[src/dbss_pkg.sv]
`timescale 1ns / 1ps

package dbss_pkg;

  // Default geometry of the store.
  localparam int DEPTH_DEF      = 1024;
  localparam int WORD_WIDTH_DEF = 32;

  // Fixed widths of the channel fields.
  localparam int CMD_W  = 2;
  localparam int IDX_W  = 16;
  localparam int DATA_W = 32;
  localparam int CFG_W  = 11;

  localparam logic [CFG_W-1:0] CFG_RESET = 11'd1024;

  // Every byte of a word holds 'S' after reset; narrower words take the low bits.
  localparam logic [63:0] FILL_PATTERN = 64'h5353_5353_5353_5353;

  // Index bits folded into the remainder per cycle.
  localparam int REM_BITS = 4;

  // Per-entry mark naming the bank that was last written.
  localparam logic [1:0] MARK_NONE   = 2'd0;
  localparam logic [1:0] MARK_FIRST  = 2'd1;
  localparam logic [1:0] MARK_SECOND = 2'd2;

  typedef enum logic [CMD_W-1:0] {
    CMD_READ  = 2'd0,
    CMD_WRITE = 2'd1,
    CMD_CKPT  = 2'd2,
    CMD_SNAP  = 2'd3
  } cmd_t;

  typedef struct packed {
    logic clear_en;     // write the fill pattern at the clear counter
    logic capture;      // take the input transaction, start the remainder
    logic sweep_start;  // flip the active bank and arm the sweep
    logic sweep_en;     // run the checkpoint sweep
    logic access;       // single memory access for the captured command
    logic load_out;     // move the result into the output register
  } ctrl_cmd_t;

  typedef struct packed {
    logic clear_last;
    logic rem_done;
    logic sweep_done;
    logic out_free;
  } ctrl_status_t;

endpackage

[src/dbss_ctrl.sv]
`timescale 1ns / 1ps

module dbss_ctrl (
  input  logic                       clk,
  input  logic                       rst_n,
  input  logic                       in_valid,
  output logic                       in_ready,
  input  logic [dbss_pkg::CMD_W-1:0] in_cmd,
  output dbss_pkg::ctrl_cmd_t        ctl,
  input  dbss_pkg::ctrl_status_t     sts
);

  typedef enum logic [5:0] {
    S_CLEAR  = 6'b000001,
    S_IDLE   = 6'b000010,
    S_REM    = 6'b000100,
    S_ACCESS = 6'b001000,
    S_SWEEP  = 6'b010000,
    S_RESULT = 6'b100000
  } state_t;

  state_t state_r, state_nxt;

  always_ff @(posedge clk) begin
    if (!rst_n) begin
      state_r <= S_CLEAR;
    end else begin
      state_r <= state_nxt;
    end
  end

  always_comb begin
    state_nxt = state_r;
    ctl       = '0;
    in_ready  = 1'b0;
    case (state_r)
      S_CLEAR: begin
        ctl.clear_en = 1'b1;
        if (sts.clear_last) begin
          state_nxt = S_IDLE;
        end
      end
      S_IDLE: begin
        in_ready = 1'b1;
        if (in_valid) begin
          ctl.capture = 1'b1;
          if (dbss_pkg::cmd_t'(in_cmd) == dbss_pkg::CMD_CKPT) begin
            ctl.sweep_start = 1'b1;
            state_nxt       = S_SWEEP;
          end else begin
            state_nxt = S_REM;
          end
        end
      end
      S_REM: begin
        if (sts.rem_done) begin
          state_nxt = S_ACCESS;
        end
      end
      S_ACCESS: begin
        ctl.access = 1'b1;
        state_nxt  = S_RESULT;
      end
      S_SWEEP: begin
        ctl.sweep_en = 1'b1;
        if (sts.sweep_done) begin
          state_nxt = S_RESULT;
        end
      end
      S_RESULT: begin
        if (sts.out_free) begin
          ctl.load_out = 1'b1;
          state_nxt    = S_IDLE;
        end
      end
      default: begin
        state_nxt = S_CLEAR;
      end
    endcase
  end

endmodule

[config.mk]
export PLATFORM = sky130hd
export DESIGN_NAME = dbss_ctrl
export DESIGN_NICKNAME = d
export VERILOG_FILES = /design/src/dbss_pkg.sv /design/src/dbss_ctrl.sv
export SDC_FILE = /design/constraint.sdc
export NUM_CORES = 1
export LEC_CHECK = 0
export BUFFER_PORTS_ARGS = -buffer_cell sky130_fd_sc_hd__buf_2
export CAP_MARGIN = 20
export CELL_PAD_IN_SITES_DETAIL_PLACEMENT = 1
export CELL_PAD_IN_SITES_GLOBAL_PLACEMENT = 1
export CORE_AREA = 2 2 39 41
export CTS_BUF_LIST = sky130_fd_sc_hd__clkbuf_16
export CTS_CLUSTER_DIAMETER = 120
export DETAILED_ROUTE_END_ITERATION = 8
export DIE_AREA = 0 0 41 43
export PLACE_DENSITY = 0.73
export SLEW_MARGIN = 25
export SYNTH_ARGS = -nofsm -noshare
export SYNTH_HDL_FRONTEND = slang
export SYNTH_SLANG_ARGS = --single-unit
[constraint.sdc]
create_clock -name clk -period 4 [get_ports clk]
set_input_delay 0.8 -clock clk [delete_from_list [all_inputs] [get_ports clk]]
set_output_delay 0.8 -clock clk [all_outputs]
set_load 0.005 [all_outputs]
==> results.toml <==
[drt]
vias = 468
first_pass_iters = 4
wl_um = 1200
wl_met2_um = 538
vias_per_cell = 5.57
postRouteAntennaNets = 0
drt_iter0_drc = 5
route.met3.wl_um = 36
top_layer = "met4"
met1Wirelength_um = 605
drc = 0
wl_per_cell_um = 14.3

[timing]
fin_crit_sh_pct = 71.1
slew_headroom_pct = 49.4
setup_viol = 0
hold_viol_final = 0
finClkSkew_ps = 1.58
min_period_ps = 2840
tightest_slew_ps = 751
rsz0062_at_grt = "no"
setup-tns-final_ps = 0
slew_violations = 0
fmax_ghz = 0.352

[layout]
largest_reg_flops = 6
reg.largest.list = "state_r (6)"
final_core_util_pct = 42.2
nets = 79
diodes = 0
drive_gt1_share_pct = 32.4
regMostFlops = "state_r"
final_area_um2 = 584
synthToLayoutAreaGrowth_pct = 41.1

[synth]
yosysWarningCount = 0
synth_top_cells_by_count = "dfxtp_1 (6), nor3b_1 (6), and3_1 (4), inv_1 (4), nand3b_1 (3)"
yosysSeqAreaShare_pct = 29.0
synth-seq-cells = 6
async_reset_ff_share_pct = 0
netlist.area_leader.share_pct = 29.0
syn-cell-area_um2 = 414
yosys.area.top_type = "dfxtp_1"
synth_ff_type = "dfxtp_1"
synth_cell_types = 27
synth_area_leaders = "dfxtp_1 (29%), nor3b_1 (11%), and3_1 (6.0%)"
postSynthAreaPerCell_um2 = 8.28
syn_inst = 50
synth_edf_count = 0
syn_nets = 59

[global_routing]
grt_pass1_wl_um = 2000
grt_max_degree = 10
gr-total-overflow = 0
antenna_found_initial = 0
track_usage_pct = 16.2
grt_pass1_vias = 478

[die]
io_pins = 16
initial_utilization_pct = 29.9
die_y_um = 43
core.rowCount = 14
die_area_um2 = 1760
die_w_um = 41
core_um2 = 1380

[worst_setup_path]
slowest_delay_ps = 660
rr_worst_depth = 4
critPathKind = "flop to primary output"
ff2ff_setup_slack_ps = 2140
worstPathCellList = "nor4_1 -> and3_1 -> nor3b_1 -> buf_2"
r2r_start = "state_r[4]"
cp-end-kind = "primary output"
crit_fanout = 8
cp_slowest_cell = "nor4_1"
cp-start-kind = "flop"
crit_family = "simple AND/OR/NAND/NOR gates"
crit_buf_inv = 1
cp.required_ps = 3200
arrival_ps = 2040
regToRegEndpoint = "state_r[4]"
crit_cells = 4

[placed_design]
post_dp_cell_area_um2 = 509
io_buffers = 15
dpl.hpwl_um = 946
place_congestion = 0.789

[cts]
ctsHtreeMaxLevel = 1
post_cts_buffers = 0
tritoncts = "yes"
clockRootBuffer = "clkbuf_16"
numCtsBuffers = 3
clk_path_buf_depth = 2
path_clk_slew_ps = 30
clk_latency_ps = 220
cts_sinks = 6
holdBufCountCts = 0
ctsResizeCount = 0

[min_path]
hold_depth = 2
min-delay-start = "state_r[2]"
min_to = "state_r[0]"
hold_class = "flop to flop"

[pwr]
static-leakage-power_nw = 0.258
vdd_drop_max_uv = 435
p_total_uw = 395
power_density_nw_per_um2 = 676

[status]
outcome = "finished, final reports clean"

[flow_run]
drv_cap = 0
## final cells by class
cell class | instances | area [µm²]
tap | 16 | 20.0
multi-input combinational | 40 | 279
sequential | 6 | 120
fill | 171 | 800
clock buffer | 3 | 75.1
timing repair buffer | 15 | 75.1
inverter | 4 | 15.0
## power breakdown
group,internal [mW],switching (mW)
combinational,0.0696,0.0700
sequential,0.0735,0.0234
clock,0.128,0.0305
## layer usage
layer  vias up  track usage, %
met3         2               0
met2         9            24.1
met5         -               0
met4         0            8.00
li1        227               -
met1       230            23.4
## cells by family (layout without fill, tap and decap cells)
group	count (synthesis)	count (layout)	share of synthesized area [%]
flops	6	6	29.0
compound gates	11	11	19.9
simple gates	29	29	47.4
buf+inv	4	22	3.62
## cells in the final DEF, fill, tap and decap left out, types with 2 or more instances in the layout
cell type	instances
buf_2	15
inv_1	4
and3_1	4
dfxtp_1	6
nor2b_1	2
nor3_1	2
nand3b_1	3
o21ai_0	2
clkbuf_16	3
nor2_1	2
a21oi_1	2
nor3b_1	6
## tightest hold or removal path: cells and delay by family (launching register included)
kind | cells | cell delay (ps)
compound gates | 2 | 220
flops | 1 | 380
## how the worst max path moves through the flow
stage	slack [ps]	to	start
floorplan	1810	ctl[3]	state_r[2]
detailed placement	1430	ctl[3]	state_r[4]
global route	1000	ctl[3]	state_r[4]
finish	1160	ctl[3]	state_r[4]
CTS	1170	ctl[3]	state_r[4]
global placement	1550	ctl[3]	state_r[4]
## per-stage QoR
step / instances / hold WS [ps] / setup slack (ps)
after floorplan: 50 / 564 / 1810
after global placement: 81 / 608 / 1550
after detailed placement: 81 / 631 / 1430
after CTS: 84 / 638 / 1170
after global routing: 84 / 694 / 995
final: 84 / 638 / 1160
Note: power is estimated with default switching activity, not from simulation.
